==> src/hw/rtl/msmr_pkg.sv <==
package msmr_pkg;

  localparam int unsigned TicksPerStep    = 16;
  localparam int unsigned SubticksPerUnit = 1000;
  localparam int unsigned DelayUnit       = 100;

  localparam logic [1:0] OpCommand = 2'd0;
  localparam logic [1:0] OpRamp    = 2'd1;
  localparam logic [1:0] OpReverse = 2'd2;

  localparam logic [1:0] PhIdle  = 2'd0;
  localparam logic [1:0] PhDecel = 2'd1;
  localparam logic [1:0] PhWait  = 2'd2;
  localparam logic [1:0] PhAccel = 2'd3;

  localparam logic [7:0] HoldTicks = 8'd255;

  localparam logic [2:0] RegStartSpeed   = 3'd0;
  localparam logic [2:0] RegAccelRate    = 3'd1;
  localparam logic [2:0] RegDecelRate    = 3'd2;
  localparam logic [2:0] RegSecAccelRate = 3'd3;
  localparam logic [2:0] RegSecBrakeRate = 3'd4;
  localparam logic [2:0] RegStartDelay   = 3'd5;
  localparam logic [2:0] RegAutoRevPer   = 3'd6;
  localparam logic [2:0] RegYardScale    = 3'd7;

  // Fields are listed from the highest bit down, so op sits in the lowest bits.
  typedef struct packed {
    logic [1:0] section_side;
    logic       swap_direction;
    logic       yard_mode;
    logic       emergency;
    logic [7:0] req_speed;
    logic [1:0] req_direction;
    logic [1:0] op;
  } item_t;

  typedef struct packed {
    logic [7:0] start_speed;
    logic [7:0] accel_rate;
    logic [7:0] decel_rate;
    logic [7:0] section_accel_rate;
    logic [7:0] section_brake_rate;
    logic [7:0] start_delay;
    logic [7:0] auto_reverse_period;
    logic [7:0] yard_scale;
  } cfg_t;

  // Fields are listed from the highest bit down, so pwm_speed sits lowest.
  typedef struct packed {
    logic       auto_reversed;
    logic [1:0] reversal_phase;
    logic [7:0] target_level;
    logic [7:0] current_speed;
    logic [1:0] pwm_direction;
    logic [7:0] pwm_speed;
  } result_t;

endpackage

==> src/hw/rtl/msmr_regs.sv <==
module msmr_regs (
  input  logic              clk_i,
  input  logic              rst_ni,
  input  logic              psel,
  input  logic              penable,
  input  logic              pwrite,
  input  logic [4:0]        paddr,
  input  logic [31:0]       pwdata,
  output logic [31:0]       prdata,
  output logic              pready,
  output msmr_pkg::cfg_t    cfg_o
);
  import msmr_pkg::*;

  cfg_t       cfg_q;
  logic [2:0] idx;
  logic       wr;

  assign idx    = paddr[4:2];
  assign wr     = psel && penable && pwrite;
  assign pready = 1'b1;
  assign cfg_o  = cfg_q;

  always_ff @(posedge clk_i or negedge rst_ni) begin
    if (!rst_ni) begin
      cfg_q            <= '0;
      cfg_q.yard_scale <= 8'd128;
    end else if (wr) begin
      case (idx)
        RegStartSpeed:   cfg_q.start_speed         <= pwdata[7:0];
        RegAccelRate:    cfg_q.accel_rate          <= pwdata[7:0];
        RegDecelRate:    cfg_q.decel_rate          <= pwdata[7:0];
        RegSecAccelRate: cfg_q.section_accel_rate  <= pwdata[7:0];
        RegSecBrakeRate: cfg_q.section_brake_rate  <= pwdata[7:0];
        RegStartDelay:   cfg_q.start_delay         <= pwdata[7:0];
        RegAutoRevPer:   cfg_q.auto_reverse_period <= pwdata[7:0];
        RegYardScale:    cfg_q.yard_scale          <= pwdata[7:0];
        default: ;
      endcase
    end
  end

  always_comb begin
    prdata = '0;
    case (idx)
      RegStartSpeed:   prdata[7:0] = cfg_q.start_speed;
      RegAccelRate:    prdata[7:0] = cfg_q.accel_rate;
      RegDecelRate:    prdata[7:0] = cfg_q.decel_rate;
      RegSecAccelRate: prdata[7:0] = cfg_q.section_accel_rate;
      RegSecBrakeRate: prdata[7:0] = cfg_q.section_brake_rate;
      RegStartDelay:   prdata[7:0] = cfg_q.start_delay;
      RegAutoRevPer:   prdata[7:0] = cfg_q.auto_reverse_period;
      RegYardScale:    prdata[7:0] = cfg_q.yard_scale;
      default:         prdata      = '0;
    endcase
  end

endmodule

==> src/hw/rtl/msmr_core.sv <==
module msmr_core #(
  parameter int unsigned TICKS_PER_STEP    = msmr_pkg::TicksPerStep,
  parameter int unsigned SUBTICKS_PER_UNIT = msmr_pkg::SubticksPerUnit
) (
  input  logic              clk_i,
  input  logic              rst_ni,
  input  logic              step_i,
  input  msmr_pkg::item_t   item_i,
  input  msmr_pkg::cfg_t    cfg_i,
  output msmr_pkg::result_t state_o
);
  import msmr_pkg::*;

  localparam logic [7:0] StepLim  = 8'(TICKS_PER_STEP);
  localparam logic [7:0] DelayLim = 8'(DelayUnit);
  localparam logic [9:0] SubLim   = 10'(SUBTICKS_PER_UNIT);

  logic [7:0] tgt_q, tgt_d, now_q, now_d, drv_q, drv_d;
  logic [1:0] dir_q, dir_d;
  logic [6:0] pre_q, pre_d;
  logic [7:0] rc_q, rc_d, cut_q, cut_d, dly_q, dly_d, dspd_q, dspd_d;
  logic       sw_q, sw_d;
  logic [1:0] ph_q, ph_d, pend_q, pend_d;
  logic       pvs_q, pvs_d;
  logic [7:0] swait_q, swait_d;
  logic [9:0] rsub_q, rsub_d;
  logic [7:0] rcnt_q, rcnt_d;
  logic       tog_q, tog_d;

  always_comb begin
    logic [15:0] prod;
    logic [7:0]  spd, rate;
    logic [1:0]  dir, side;
    logic        fall, cont, pres, hit;
    logic [7:0]  pn;
    logic [9:0]  sn;
    tgt_d = tgt_q; now_d = now_q; drv_d = drv_q; dir_d = dir_q; pre_d = pre_q;
    rc_d = rc_q; cut_d = cut_q; dly_d = dly_q; dspd_d = dspd_q; sw_d = sw_q;
    ph_d = ph_q; pend_d = pend_q; pvs_d = pvs_q; swait_d = swait_q;
    rsub_d = rsub_q; rcnt_d = rcnt_q; tog_d = tog_q;
    side = item_i.section_side;
    prod = item_i.req_speed * cfg_i.yard_scale;
    spd  = item_i.yard_mode ? prod[15:8] : item_i.req_speed;
    dir  = item_i.req_direction;
    if (item_i.swap_direction) dir = (dir == 2'd2) ? 2'd1 : 2'd2;
    rate = '0; fall = 1'b0; cont = 1'b1; pres = 1'b0; hit = 1'b0;
    pn = {1'b0, pre_q} + 8'd1;
    sn = rsub_q + 10'd1;
    case (item_i.op)
      OpCommand: begin
        if (item_i.emergency) begin
          ph_d = PhIdle; pvs_d = 1'b0; swait_d = '0; dly_d = '0; dspd_d = '0;
          cut_d = '0; now_d = '0; tgt_d = '0; pre_d = '0; rc_d = '0; drv_d = '0;
        end else begin
          pend_d = dir;
          if (ph_q != PhIdle) begin
            if ((ph_q == PhDecel || ph_q == PhWait) && dir == dir_q) begin
              if (pvs_q) sw_d = 1'b1;
              ph_d = PhIdle; pvs_d = 1'b0; swait_d = '0; pre_d = '0; rc_d = '0;
            end else begin
              tgt_d = spd;
              cont = 1'b0;
              if (ph_q == PhAccel && dir != dir_q) fall = 1'b1;
            end
          end
          if (cont && dir != dir_q && now_q != 0 && (dir_q == 2'd1 || dir_q == 2'd2)) begin
            tgt_d = spd; fall = 1'b1; cont = 1'b0;
            ph_d = PhDecel;
          end
          if (fall) begin
            ph_d = PhDecel; pvs_d = sw_d || side == dir_q;
            cut_d = '0; dly_d = '0; dspd_d = '0; pre_d = '0; rc_d = '0;
          end
          if (!cont) begin
            // Cap the speed while decelerating for a reversal.
            if (ph_d == PhDecel && spd < now_q) begin
              now_d = spd; drv_d = spd;
              if (spd == 0) begin
                ph_d = PhWait; swait_d = HoldTicks; pre_d = '0; rc_d = '0;
              end
            end
          end else begin
            if (dir != dir_q) begin
              dir_d = dir; cut_d = 8'd255;
            end
            if (tgt_q == 0 && cfg_i.start_delay != 0) begin
              if (spd != 0) begin
                if (dly_q == 0) begin
                  dly_d = cfg_i.start_delay; pre_d = '0;
                end
                dspd_d = spd; cont = 1'b0;
              end else begin
                dspd_d = '0;
              end
            end
            if (cont) begin
              tgt_d = spd;
              if (spd != 0 && spd < cfg_i.start_speed) spd = cfg_i.start_speed;
              if (spd != 0 && now_q < cfg_i.start_speed) now_d = cfg_i.start_speed;
              if (cut_d != 0) begin
                drv_d = '0;
              end else if (side != dir) begin
                if (!(sw_d && cfg_i.section_accel_rate != 0)) begin
                  sw_d = 1'b0;
                  if ((tgt_d < now_d && cfg_i.decel_rate == 0) ||
                      (tgt_d > now_d && cfg_i.accel_rate == 0) || tgt_d == now_d) begin
                    now_d = spd; drv_d = spd;
                  end
                end
              end else begin
                sw_d = 1'b1;
                if (cfg_i.section_brake_rate == 0 && cfg_i.decel_rate == 0) begin
                  now_d = '0; drv_d = '0;
                end
              end
            end
          end
        end
      end
      OpRamp: begin
        cont = 1'b1;
        if (ph_q == PhWait) begin
          cont = 1'b0; drv_d = '0; swait_d = swait_q - 8'd1;
          if (swait_d == 0) begin
            dir_d = pend_q; pre_d = '0; rc_d = '0;
            if (pvs_q) begin
              sw_d = 1'b1; ph_d = PhIdle;
            end else begin
              ph_d = PhAccel;
            end
          end
        end else if (ph_q != PhIdle) begin
          cont = 1'b0;
          if (ph_q == PhDecel) begin
            if (side == dir_q) pvs_d = 1'b1;
            rate = cfg_i.decel_rate;
          end else if (side == dir_q) begin
            ph_d = PhIdle; cont = 1'b1;
          end else begin
            rate = (now_q > tgt_q) ? cfg_i.decel_rate : cfg_i.accel_rate;
          end
          if (!cont) begin
            if (rate == 0) rate = 8'd1;
            if (pn >= StepLim) begin
              pre_d = '0;
              rc_d = rc_q + 8'd1;
              if (rc_d >= rate) begin
                rc_d = '0;
                if (ph_q == PhDecel) begin
                  if (now_q != 0) now_d = now_q - 8'd1;
                  drv_d = now_d;
                  if (now_d == 0) begin
                    ph_d = PhWait; swait_d = HoldTicks;
                  end
                end else begin
                  if (now_q < tgt_q) now_d = now_q + 8'd1;
                  else if (now_q > tgt_q) now_d = now_q - 8'd1;
                  drv_d = now_d;
                  if (now_d == tgt_q) ph_d = PhIdle;
                end
              end
            end else begin
              pre_d = pn[6:0];
            end
          end
        end
        if (cont) begin
          if (cut_q != 0) begin
            cut_d = cut_q - 8'd1;
            if (cut_d == 0 && ((tgt_q < now_q && cfg_i.decel_rate == 0) ||
                (tgt_q > now_q && cfg_i.accel_rate == 0) || tgt_q == now_q))
              drv_d = now_q;
          end else if (dly_q != 0) begin
            if (pn >= DelayLim) begin
              pre_d = '0; dly_d = dly_q - 8'd1;
              if (dly_d == 0) begin
                tgt_d = dspd_q; now_d = '0;
              end
            end else begin
              pre_d = pn[6:0];
            end
          end else if (pn < StepLim) begin
            pre_d = pn[6:0];
          end else begin
            pre_d = '0;
            rc_d = rc_q + 8'd1;
            if (side != dir_q) begin
              if (sw_q) begin
                if (cfg_i.section_accel_rate == 0) begin
                  if (cfg_i.accel_rate == 0) begin
                    now_d = tgt_q; drv_d = tgt_q; rc_d = '0;
                  end else if (rc_d >= cfg_i.accel_rate && now_q < tgt_q) pres = 1'b1;
                end else if (rc_d >= cfg_i.section_accel_rate && now_q < tgt_q) pres = 1'b1;
                if (pres) begin
                  now_d = now_q + 8'd1; drv_d = now_d; rc_d = '0;
                end
                if (now_d >= tgt_q) sw_d = 1'b0;
              end else if (now_q < tgt_q) begin
                if (rc_d >= cfg_i.accel_rate) begin
                  now_d = now_q + 8'd1; drv_d = now_d; rc_d = '0;
                end
              end else if (now_q > tgt_q) begin
                if (rc_d >= cfg_i.decel_rate) begin
                  now_d = now_q - 8'd1; drv_d = now_d; rc_d = '0;
                end
              end else begin
                rc_d = '0;
              end
            end else if (now_q != 0) begin
              sw_d = 1'b1;
              if (cfg_i.section_brake_rate == 0) begin
                if (cfg_i.decel_rate == 0) begin
                  now_d = '0; drv_d = '0; rc_d = '0;
                end else if (rc_d >= cfg_i.decel_rate) begin
                  now_d = now_q - 8'd1; drv_d = now_d; rc_d = '0;
                end
              end else if (rc_d >= cfg_i.section_brake_rate) begin
                now_d = now_q - 8'd1;
                if (tgt_q < now_d) now_d = tgt_q;
                drv_d = now_d; rc_d = '0;
              end
            end
          end
        end
      end
      OpReverse: begin
        if (ph_q == PhIdle && cfg_i.auto_reverse_period != 0) begin
          if (side != dir_q) begin
            rsub_d = '0; rcnt_d = '0;
          end else begin
            rsub_d = sn;
            hit = sn >= SubLim;
            if (hit) begin
              rsub_d = '0; rcnt_d = rcnt_q + 8'd1;
              if (rcnt_d >= cfg_i.auto_reverse_period) begin
                tog_d = ~tog_q;
                if (dir_q == 2'd1) dir_d = 2'd2;
                else if (dir_q == 2'd2) dir_d = 2'd1;
                cut_d = 8'd255; rcnt_d = '0;
              end
            end
          end
        end
      end
      default: ;
    endcase
  end

  always_ff @(posedge clk_i or negedge rst_ni) begin
    if (!rst_ni) begin
      tgt_q <= '0; now_q <= '0; drv_q <= '0; dir_q <= 2'd3; pre_q <= '0;
      rc_q <= '0; cut_q <= '0; dly_q <= '0; dspd_q <= '0; sw_q <= 1'b0;
      ph_q <= PhIdle; pend_q <= '0; pvs_q <= 1'b0; swait_q <= '0;
      rsub_q <= '0; rcnt_q <= '0; tog_q <= 1'b0;
    end else if (step_i) begin
      tgt_q <= tgt_d; now_q <= now_d; drv_q <= drv_d; dir_q <= dir_d; pre_q <= pre_d;
      rc_q <= rc_d; cut_q <= cut_d; dly_q <= dly_d; dspd_q <= dspd_d; sw_q <= sw_d;
      ph_q <= ph_d; pend_q <= pend_d; pvs_q <= pvs_d; swait_q <= swait_d;
      rsub_q <= rsub_d; rcnt_q <= rcnt_d; tog_q <= tog_d;
    end
  end

  always_comb begin
    state_o.pwm_speed      = drv_q;
    state_o.pwm_direction  = dir_q;
    state_o.current_speed  = now_q;
    state_o.target_level   = tgt_q;
    state_o.reversal_phase = ph_q;
    state_o.auto_reversed  = tog_q;
  end

endmodule

==> src/hw/rtl/motor_speed_momentum_reversal.sv <==
// Channel   Direction  Payload
// s_axis    in         op, req_direction, req_speed, emergency, yard_mode,
//                      swap_direction, section_side (17 bits in 24-bit tdata)
// m_axis    out        pwm_speed, pwm_direction, current_speed, target_level,
//                      reversal_phase, auto_reversed (29 bits in 32-bit tdata)
// apb       in/out     eight 8-bit registers at byte addresses 0 to 28
//
// Each accepted transaction updates the controller state registers, which
// drive the output directly; one item per cycle while m_axis is not stalled.
// The output is a single stage: input is taken whenever it is empty
// or its result is being taken in the same cycle.
// Reset is asynchronous and active low; it clears state and registers
// (yard_scale returns to 128, direction to unknown).
module motor_speed_momentum_reversal #(
  parameter int unsigned TICKS_PER_STEP    = msmr_pkg::TicksPerStep,
  parameter int unsigned SUBTICKS_PER_UNIT = msmr_pkg::SubticksPerUnit
) (
  input  logic        clk_i,
  input  logic        rst_ni,
  input  logic        s_axis_tvalid_i,
  output logic        s_axis_tready_o,
  // [1:0] op, [3:2] req_direction, [11:4] req_speed, [12] emergency,
  // [13] yard_mode, [14] swap_direction, [16:15] section_side
  input  logic [23:0] s_axis_tdata_i,
  output logic        m_axis_tvalid_o,
  input  logic        m_axis_tready_i,
  // [7:0] pwm_speed, [9:8] pwm_direction, [17:10] current_speed,
  // [25:18] target_level, [27:26] reversal_phase, [28] auto_reversed
  output logic [31:0] m_axis_tdata_o,
  input  logic        psel,
  input  logic        penable,
  input  logic        pwrite,
  input  logic [4:0]  paddr,
  input  logic [31:0] pwdata,
  output logic [31:0] prdata,
  output logic        pready
);
  import msmr_pkg::*;

  cfg_t    cfg;
  item_t   item;
  result_t st;
  logic    take;
  logic    vld_q;
  result_t res_q;

  assign item = item_t'(s_axis_tdata_i[16:0]);
  assign s_axis_tready_o = !vld_q || m_axis_tready_i;
  assign take = s_axis_tvalid_i && s_axis_tready_o;

  msmr_regs u_regs (
    .clk_i, .rst_ni, .psel, .penable, .pwrite, .paddr, .pwdata, .prdata, .pready,
    .cfg_o(cfg)
  );

  msmr_core #(
    .TICKS_PER_STEP(TICKS_PER_STEP),
    .SUBTICKS_PER_UNIT(SUBTICKS_PER_UNIT)
  ) u_core (
    .clk_i, .rst_ni, .step_i(take), .item_i(item), .cfg_i(cfg), .state_o(st)
  );

  // The core state is the result; it becomes visible in the cycle after the take.
  always_ff @(posedge clk_i or negedge rst_ni) begin
    if (!rst_ni) begin
      vld_q <= 1'b0;
    end else if (s_axis_tready_o) begin
      vld_q <= take;
    end
  end

  assign res_q = st;
  assign m_axis_tvalid_o = vld_q;
  assign m_axis_tdata_o = {3'b0, res_q.auto_reversed, res_q.reversal_phase,
                           res_q.target_level, res_q.current_speed,
                           res_q.pwm_direction, res_q.pwm_speed};

  // A stalled result must not change under the consumer.
  a_hold: assert property (@(posedge clk_i) disable iff (!rst_ni)
    m_axis_tvalid_o && !m_axis_tready_i |=> $stable(m_axis_tdata_o))
    else $error("result changed while stalled");
  // An accepted item always produces a result in the next cycle.
  a_res: assert property (@(posedge clk_i) disable iff (!rst_ni)
    take |=> m_axis_tvalid_o)
    else $error("result missing");
  // While the reversal waits to turn, the motor is not driven.
  a_wait: assert property (@(posedge clk_i) disable iff (!rst_ni)
    m_axis_tvalid_o && m_axis_tdata_o[27:26] == PhWait |-> m_axis_tdata_o[7:0] == 8'd0)
    else $error("speed driven while waiting to turn");

endmodule

==> config.mk <==
export PLATFORM = sky130hd
export DESIGN_NAME = motor_speed_momentum_reversal
export DESIGN_NICKNAME = d
export VERILOG_FILES = /design/src/hw/rtl/msmr_pkg.sv /design/src/hw/rtl/msmr_regs.sv /design/src/hw/rtl/msmr_core.sv /design/src/hw/rtl/motor_speed_momentum_reversal.sv
export SDC_FILE = /design/constraint.sdc
export NUM_CORES = 1
export LEC_CHECK = 0
export BUFFER_PORTS_ARGS = -buffer_cell sky130_fd_sc_hd__buf_2
export CAP_MARGIN = 5
export CORE_ASPECT_RATIO = 0.7
export CORE_UTILIZATION = 50
export CTS_BUF_LIST = sky130_fd_sc_hd__clkbuf_4
export DETAILED_ROUTE_END_ITERATION = 16
export PLACE_DENSITY = 0.8
export SLEW_MARGIN = 30
export SYNTH_ARGS = -nofsm -noshare
export SYNTH_HDL_FRONTEND = slang
export SYNTH_SLANG_ARGS = --single-unit
==> constraint.sdc <==
create_clock -name clk_i -period 9.3 [get_ports clk_i]
set_input_delay 0.465 -clock clk_i [delete_from_list [all_inputs] [get_ports clk_i]]
set_output_delay 0.465 -clock clk_i [all_outputs]
set_load 0.03 [all_outputs]
After elaboration in Yosys (flattened, before gate mapping)
Index checks and enable logic that the tools add are counted.
Widths: inputs -> output; s select.

storage, ports and cells
  register bits = 163
  word-level logic and storage cells = 534

operators by class
  $add $sub $neg = 9
  multiply operators = 1
  order comparisons = 21
  equal/unequal tests = 58
  multiplexer cells = 333
  bitwise gates (word level) = 3
  reductions and logical operators = 83

operators by type and width
  cell                 number
  $mux 8               197
  $mux 7               20
  $logic_not 8->1      12
  $pmux 8 s2           6
  $reduce_bool 8->1    9
  $mux 2               35
  $mux 1               66
  $pmux 8 s8           1
  $ge 8x8->1           7
  $lt 8x8->1           7
  $sub 8x1->8 const B  4
  $ne 2x1->1 const B   15
  $add 8x1->8 const B  3
  $eq 8x8->1           3
  $gt 8x8->1           3
  $pmux 8 s3           1
  $reduce_and 8->1     3
  $logic_and 1x1->1    22
  $mux 10              2
  $reduce_and 2->1     10
  $ne 3x1->1 const B   6
  $ne 6x6->1 const B   3
  $mul 8x8->16         1
  $pmux 7 s2           1
  other kinds (33)     71

Depth between registers and ports, before layout
  word-level depth = 45
  depth in mapped cells = 39
  depth with buffers taken out = 36

Modules after synthesis
From an unflattened synthesis, not the netlist that was laid out.

unflattened totals
  cells, all modules = 2,154
  area, all modules = 18,087.3 µm²

modules (own cells, without submodules)
  module                         times used  cells an instance  area each (µm²)  seq. area each (µm²)
  msmr_core                      1           1,901              14,794.2         2,454.9
  msmr_regs                      1           245                3,213.1          1,602.8
  motor_speed_momentum_reversal  1           8                  80.1             25.0

Worst setup path before layout
No wires, ideal clock.

  path type = in2reg
  from = in s_axis_tdata_i[7]
  to = reg u_core.now_q[5]
  arrival time = 8,225 ps
  data required time = 9,180 ps
  path slack = 955 ps
  stages = 36
  path through = clkbuf_1 and2_1 fa_1 fa_1 fa_1 inv_1 fa_1 inv_1 ha_1 buf_2 a211oi_1 o211ai_1 nand4_1 nand3_1 nor2_1 o31a_1 clkinv_1 ha_1 a21oi_1 o21ai_0 a211oi_1 a211oi_1 o21ai_2 clkbuf_1 a21oi_1 ha_1 nor2b_1 o211ai_1 a21oi_1 o31a_1 a21oi_1 mux2_2 nand2_1 a311o_1 a32o_1 a31o_2

on the way
  cells in the longest elaborated chain, start to end = 28
  elaborated cells on any way between the ends = 44
  those cells by class = mul (1); order compare (4); eq/ne (3); mux (26); reduce/logical (10)

RTL lines
  item                                             line                                 RTL
  from (decl)                                      motor_speed_momentum_reversal.sv:24  input logic [23:0] s_axis_tdata_i,
  $mul 8x8->16                                     msmr_core.sv:42                      prod = item_i.req_speed * cfg_i.yard_scale;
  $mux 8 (*)                                       msmr_core.sv:43                      spd = item_i.yard_mode ? prod[15:8] : item_i.req_speed;
  $lt 8x8->1 or $reduce_bool 8->1 (tied branches)  msmr_core.sv:98, msmr_core.sv:87
  $logic_and 1x1->1                                msmr_core.sv:98                      if (spd != 0 && spd < cfg_i.start_speed) spd = cfg_i.start_speed;
  $mux 8                                           msmr_core.sv:98
  $mux 8                                           msmr_core.sv:96                      if (cont) begin
  $mux 8                                           msmr_core.sv:74                      if (!cont) begin
  $mux 8                                           msmr_core.sv:51                      if (item_i.emergency) begin
  (+12 left out)                                   n/a
  $mux 8                                           msmr_core.sv:105                     if ((tgt_d < now_d && cfg_i.decel_rate == 0) ||
  $mux 8                                           msmr_core.sv:103                     if (!(sw_d && cfg_i.section_accel_rate != 0)) begin
  $mux 8                                           msmr_core.sv:102                     end else if (side != dir) begin
  $mux 8                                           msmr_core.sv:100                     if (cut_d != 0) begin
  $mux 8                                           msmr_core.sv:96
  $mux 8                                           msmr_core.sv:74
  $mux 8                                           msmr_core.sv:51
  $pmux 8 s2                                       msmr_core.sv:49                      case (item_i.op)
  to (signal assigned)                             msmr_core.sv:256                     tgt_q <= tgt_d; now_q <= now_d; drv_q <= drv_d; dir_q <= dir_d; pre_q <= pre_d;
  to (decl)                                        msmr_core.sv:18                      logic [7:0] tgt_q, tgt_d, now_q, now_d, drv_q, drv_d;

Every way passes the cells marked *; elsewhere a longest branch is shown, timed or not. The select of a mux whose other input is x is not followed.
A chain may end at the register's enable or synchronous reset.

Worst setup path in the final report
  from = reg u_regs.cfg_q, in the netlist u_regs.cfg_o[6]
  to = reg u_core.now_q[4]

on the way
  cells in the longest elaborated chain, start to end = 28
  elaborated cells on any way between the ends = 44
  those cells by class = mul (1); order compare (4); eq/ne (3); mux (26); reduce/logical (10)

RTL lines
  item                                             line                              RTL
  from (decl)                                      msmr_regs.sv:15                   cfg_t cfg_q;
  $mul 8x8->16 (*)                                 msmr_core.sv:42
  $mux 8 (*)                                       msmr_core.sv:43
  $lt 8x8->1 or $reduce_bool 8->1 (tied branches)  msmr_core.sv:98, msmr_core.sv:87
  $logic_and 1x1->1                                msmr_core.sv:98
  $mux 8                                           msmr_core.sv:98
  $mux 8                                           msmr_core.sv:96
  $mux 8                                           msmr_core.sv:74
  $mux 8                                           msmr_core.sv:51
  (+12 left out)                                   n/a
  $mux 8                                           msmr_core.sv:105
  $mux 8                                           msmr_core.sv:103
  $mux 8                                           msmr_core.sv:102
  $mux 8                                           msmr_core.sv:100
  $mux 8                                           msmr_core.sv:96
  $mux 8                                           msmr_core.sv:74
  $mux 8                                           msmr_core.sv:51
  $pmux 8 s2                                       msmr_core.sv:49

Marks and branches as above.

==> results.cfg <==
[power_and_ir_drop]
power_mw = 5.97
ir_drop_v = 0.000124
intPower_mw = 2.44
power_leakage_nw = 8.60
switchingPower_mw = 3.53
power.density_nw_per_um2 = 304
seq_power_share_pct = 19.8
power_frac_comb_pct = 71.8
pwr-share-clk_pct = 8.4
sw_frac_of_total_pct = 59.1

[clocking]
cts_tree = built
clk_latency_ns = 0.69
cts_buffers = 17
cts_num_sinks = 163
h-tree-depth = 4
cts_root_buf = clkbuf_4
path_clk_slew_ns = 0.19
cts_buffer_depth = 2

[global_routing]
antenna_found_initial = 4
grt_pass1_wl_mm = 117
grt_pass1_vias = 18740
overflow = 0
track_usage_pct = 41.6
grt_max_degree = 87

[timing]
finalSetupViolCount = 0
fin_setup_tns_ns = 0
hold_viol = 0
fmax_mhz = 114
finalCritPeriodShare_pct = 94.7
maxSlewViolCount = 0
layout_setup_ws_ns = 0.497
relSlewSlack_pct = 28.1
worst_pin_slew_ns = 1.07
period_needed_ns = 8.80
fin_skew_ns = 0.0377
rsz0062_at_grt = no

[routing]
routed-wl-met2_mm = 31.4
drt_wl_total_mm = 78.1
via_count = 20145
firstDrtPassIters = 6
wl_per_cell_um = 27.1
drc = 0
drtIter0Drc = 2904
wl_met1_mm = 33.0
met3RoutedLength_mm = 10.9
antenna_left = 0
drt-vias-per-instance = 7.00
top_layer = met5

[final_layout]
nFillCells = 3355
final_util_pct = 55.7
area_delta_synth_final_pct = 7.98
final_cell_mix = nand2_1 (232), o21ai_0 (215), nor2_1 (179), ha_1 (160), dfrtp_1 (160)
layout.cells.most_common = nand2_1
nets = 2652
drive_above_1_share_pct = 11.0

[die]
io_pins = 135
rows = 57
die_h_um = 161
design.core.area_um2 = 35200
start_util_pct = 51.5
dieArea_um2 = 37100
die_x_um = 230

[yosys]
syn_area_um2 = 18200
async_flop_share_pct = 100
synth_cell_types = 94
syn_inst = 2336
avgSynthCellArea_um2 = 7.77
ys_ff_latch = 163
synth_edf_count = 0
synth_ff_type = dfrtp_1
yosys_warnings = 0
ys_seq_area_share_pct = 22.5

[status]
status = finished, final reports clean

[worst_setup_path]
crit_buf_inv = 4
slowest_delay_ns = 0.54
worstSetupEndpointType = register
cp-start-kind = register
cp_slowest_cell = fa_1
worstPathArrival_ns = 9.38
cp_top_family = compound AO/OA/AOI/OAI gates
crit_required_ns = 9.87
r2r_slack_ns = 0.50
critical_path_class = reg2reg
path_max_fanout = 13

[place]
dp_hpwl_mm = 58.6
io_buffers = 73
pre_cts_ws_ns = 0.117
gp_congestion = 1.08

[min_path]
hold_class = in2reg

[job]
cap_violations = 0
## layout make-up
type	count	area [um^2]	share of cell area, %
diodes	4	10.0	0.0510
clock buffers	17	128	0.651
clock inverters	15	193	0.983
inverters	144	541	2.76
multi-input cells	1914	13100	66.8
flip-flops and latches	163	4080	20.8
well taps	472	591	3.01
repair buffers	149	972	4.96
## final timing paths
check | from | end | cells past startpoint
min in group asynchronous | rst_ni | u_core.rsub_q[6]$_DFFE_PN0P_ | 2
hold reg to reg | u_core.tog_q$_DFFE_PN0P_ | u_core.tog_q$_DFFE_PN0P_ | 1
hold / removal | m_axis_tready_i | m_axis_tvalid_o$_DFFE_PN0N_ | 3
setup reg to reg | u_regs.cfg_o[6]$_DFFE_PN0P_ | u_core.now_q[4]$_DFFE_PN0P_ | 34
max in group asynchronous | rst_ni | u_regs.cfg_o[7]$_DFFE_PN1P_ | 4
setup / recovery | u_regs.cfg_o[6]$_DFFE_PN0P_ | u_core.now_q[4]$_DFFE_PN0P_ | 34
## tightest hold or removal path, delay by kind of cell
kind,cells,cell delay [ns]
simple gates,2,0.20
buf+inv,1,0.07
## power by group through the flow
stage / clock, mW / sequential (mW) / combinational (mW)
3_3_place_gp: 0 / 1.17 / 3.92
6_report: 0.500 / 1.18 / 4.29
4_1_cts: 0.506 / 1.16 / 4.06
5_1_grt: 0.520 / 1.20 / 4.54
3_5_place_dp: 0 / 1.17 / 4.03
2_1_floorplan: 0 / 1.16 / 2.57
## cells by family (layout without fill, tap and decap cells)
logic type,Yosys count,count (layout),share of synthesized area (%)
xor+xnor,55,55,2.73
fa+ha+maj,195,195,14.9
mux,44,44,2.69
simple gates,787,787,21.1
other cells,2,32,0.0414
compound gates,805,805,29.6
flops,163,163,22.5
buf+inv,285,325,6.53
## routing by layer
metal	global-route usage, %	vias up
met2	59.0	1453
met5	0	-
met1	59.8	9784
met4	14.3	4
li1	-	8685
met3	12.1	219
## stage by stage
step / instances / instance area (um^2) / hold slack, ns
3_5_place_dp: 2839 / 19200 / 0.474
3_3_place_gp: 2838 / 19200 / 0.460
5_1_grt: 2876 / 19600 / 0.0750
6_report: 2878 / 19600 / 0.0574
2_1_floorplan: 2362 / 18300 / 0.169
4_1_cts: 2873 / 19600 / 0.00167
## registers in the layout (all words and copies together) (netlist names), 7 cells and up
name and count:
u_core.rc_q 8, u_core.dly_q 8, u_core.rcnt_q 8, u_core.pre_q 7, u_core.dspd_q 8, u_regs.cfg_o 64, u_core.rsub_q 10, u_core.cut_q 8
u_core.tgt_q 8, u_core.now_q 8, u_core.swait_q 8, u_core.drv_q 8
## what timing repair did
action	4_1_cts	5_1_grt
gates resized for setup	0	3
buffers inserted	0	1
hold buffers	2	0
hold endpoints to repair	84	0
endpoints found under the setup margin	0	16
## cell usage after synthesis (21+ instances only)
cell | n | area (um^2)
and3_1 | 25 | 156
a211oi_1 | 43 | 323
a21o_1 | 25 | 188
mux2_2 | 29 | 327
nor4_1 | 25 | 156
a31oi_1 | 35 | 219
nor3_1 | 57 | 285
clkbuf_1 | 102 | 383
nand2_1 | 232 | 871
o31ai_1 | 24 | 180
nand4_1 | 21 | 131
buf_4 | 29 | 218
and2_1 | 72 | 450
o211ai_1 | 27 | 203
a22oi_1 | 41 | 308
a221oi_1 | 22 | 193
fa_1 | 35 | 701
nand3_1 | 67 | 335
ha_1 | 160 | 2000
a21oi_1 | 148 | 741
o21ai_0 | 215 | 1080
nand2b_1 | 29 | 181
inv_1 | 139 | 522
o21a_1 | 23 | 173
xnor2_1 | 39 | 342
nor2_1 | 182 | 683
dfrtp_1 | 160 | 4000
(Power assumes the default switching activity.)
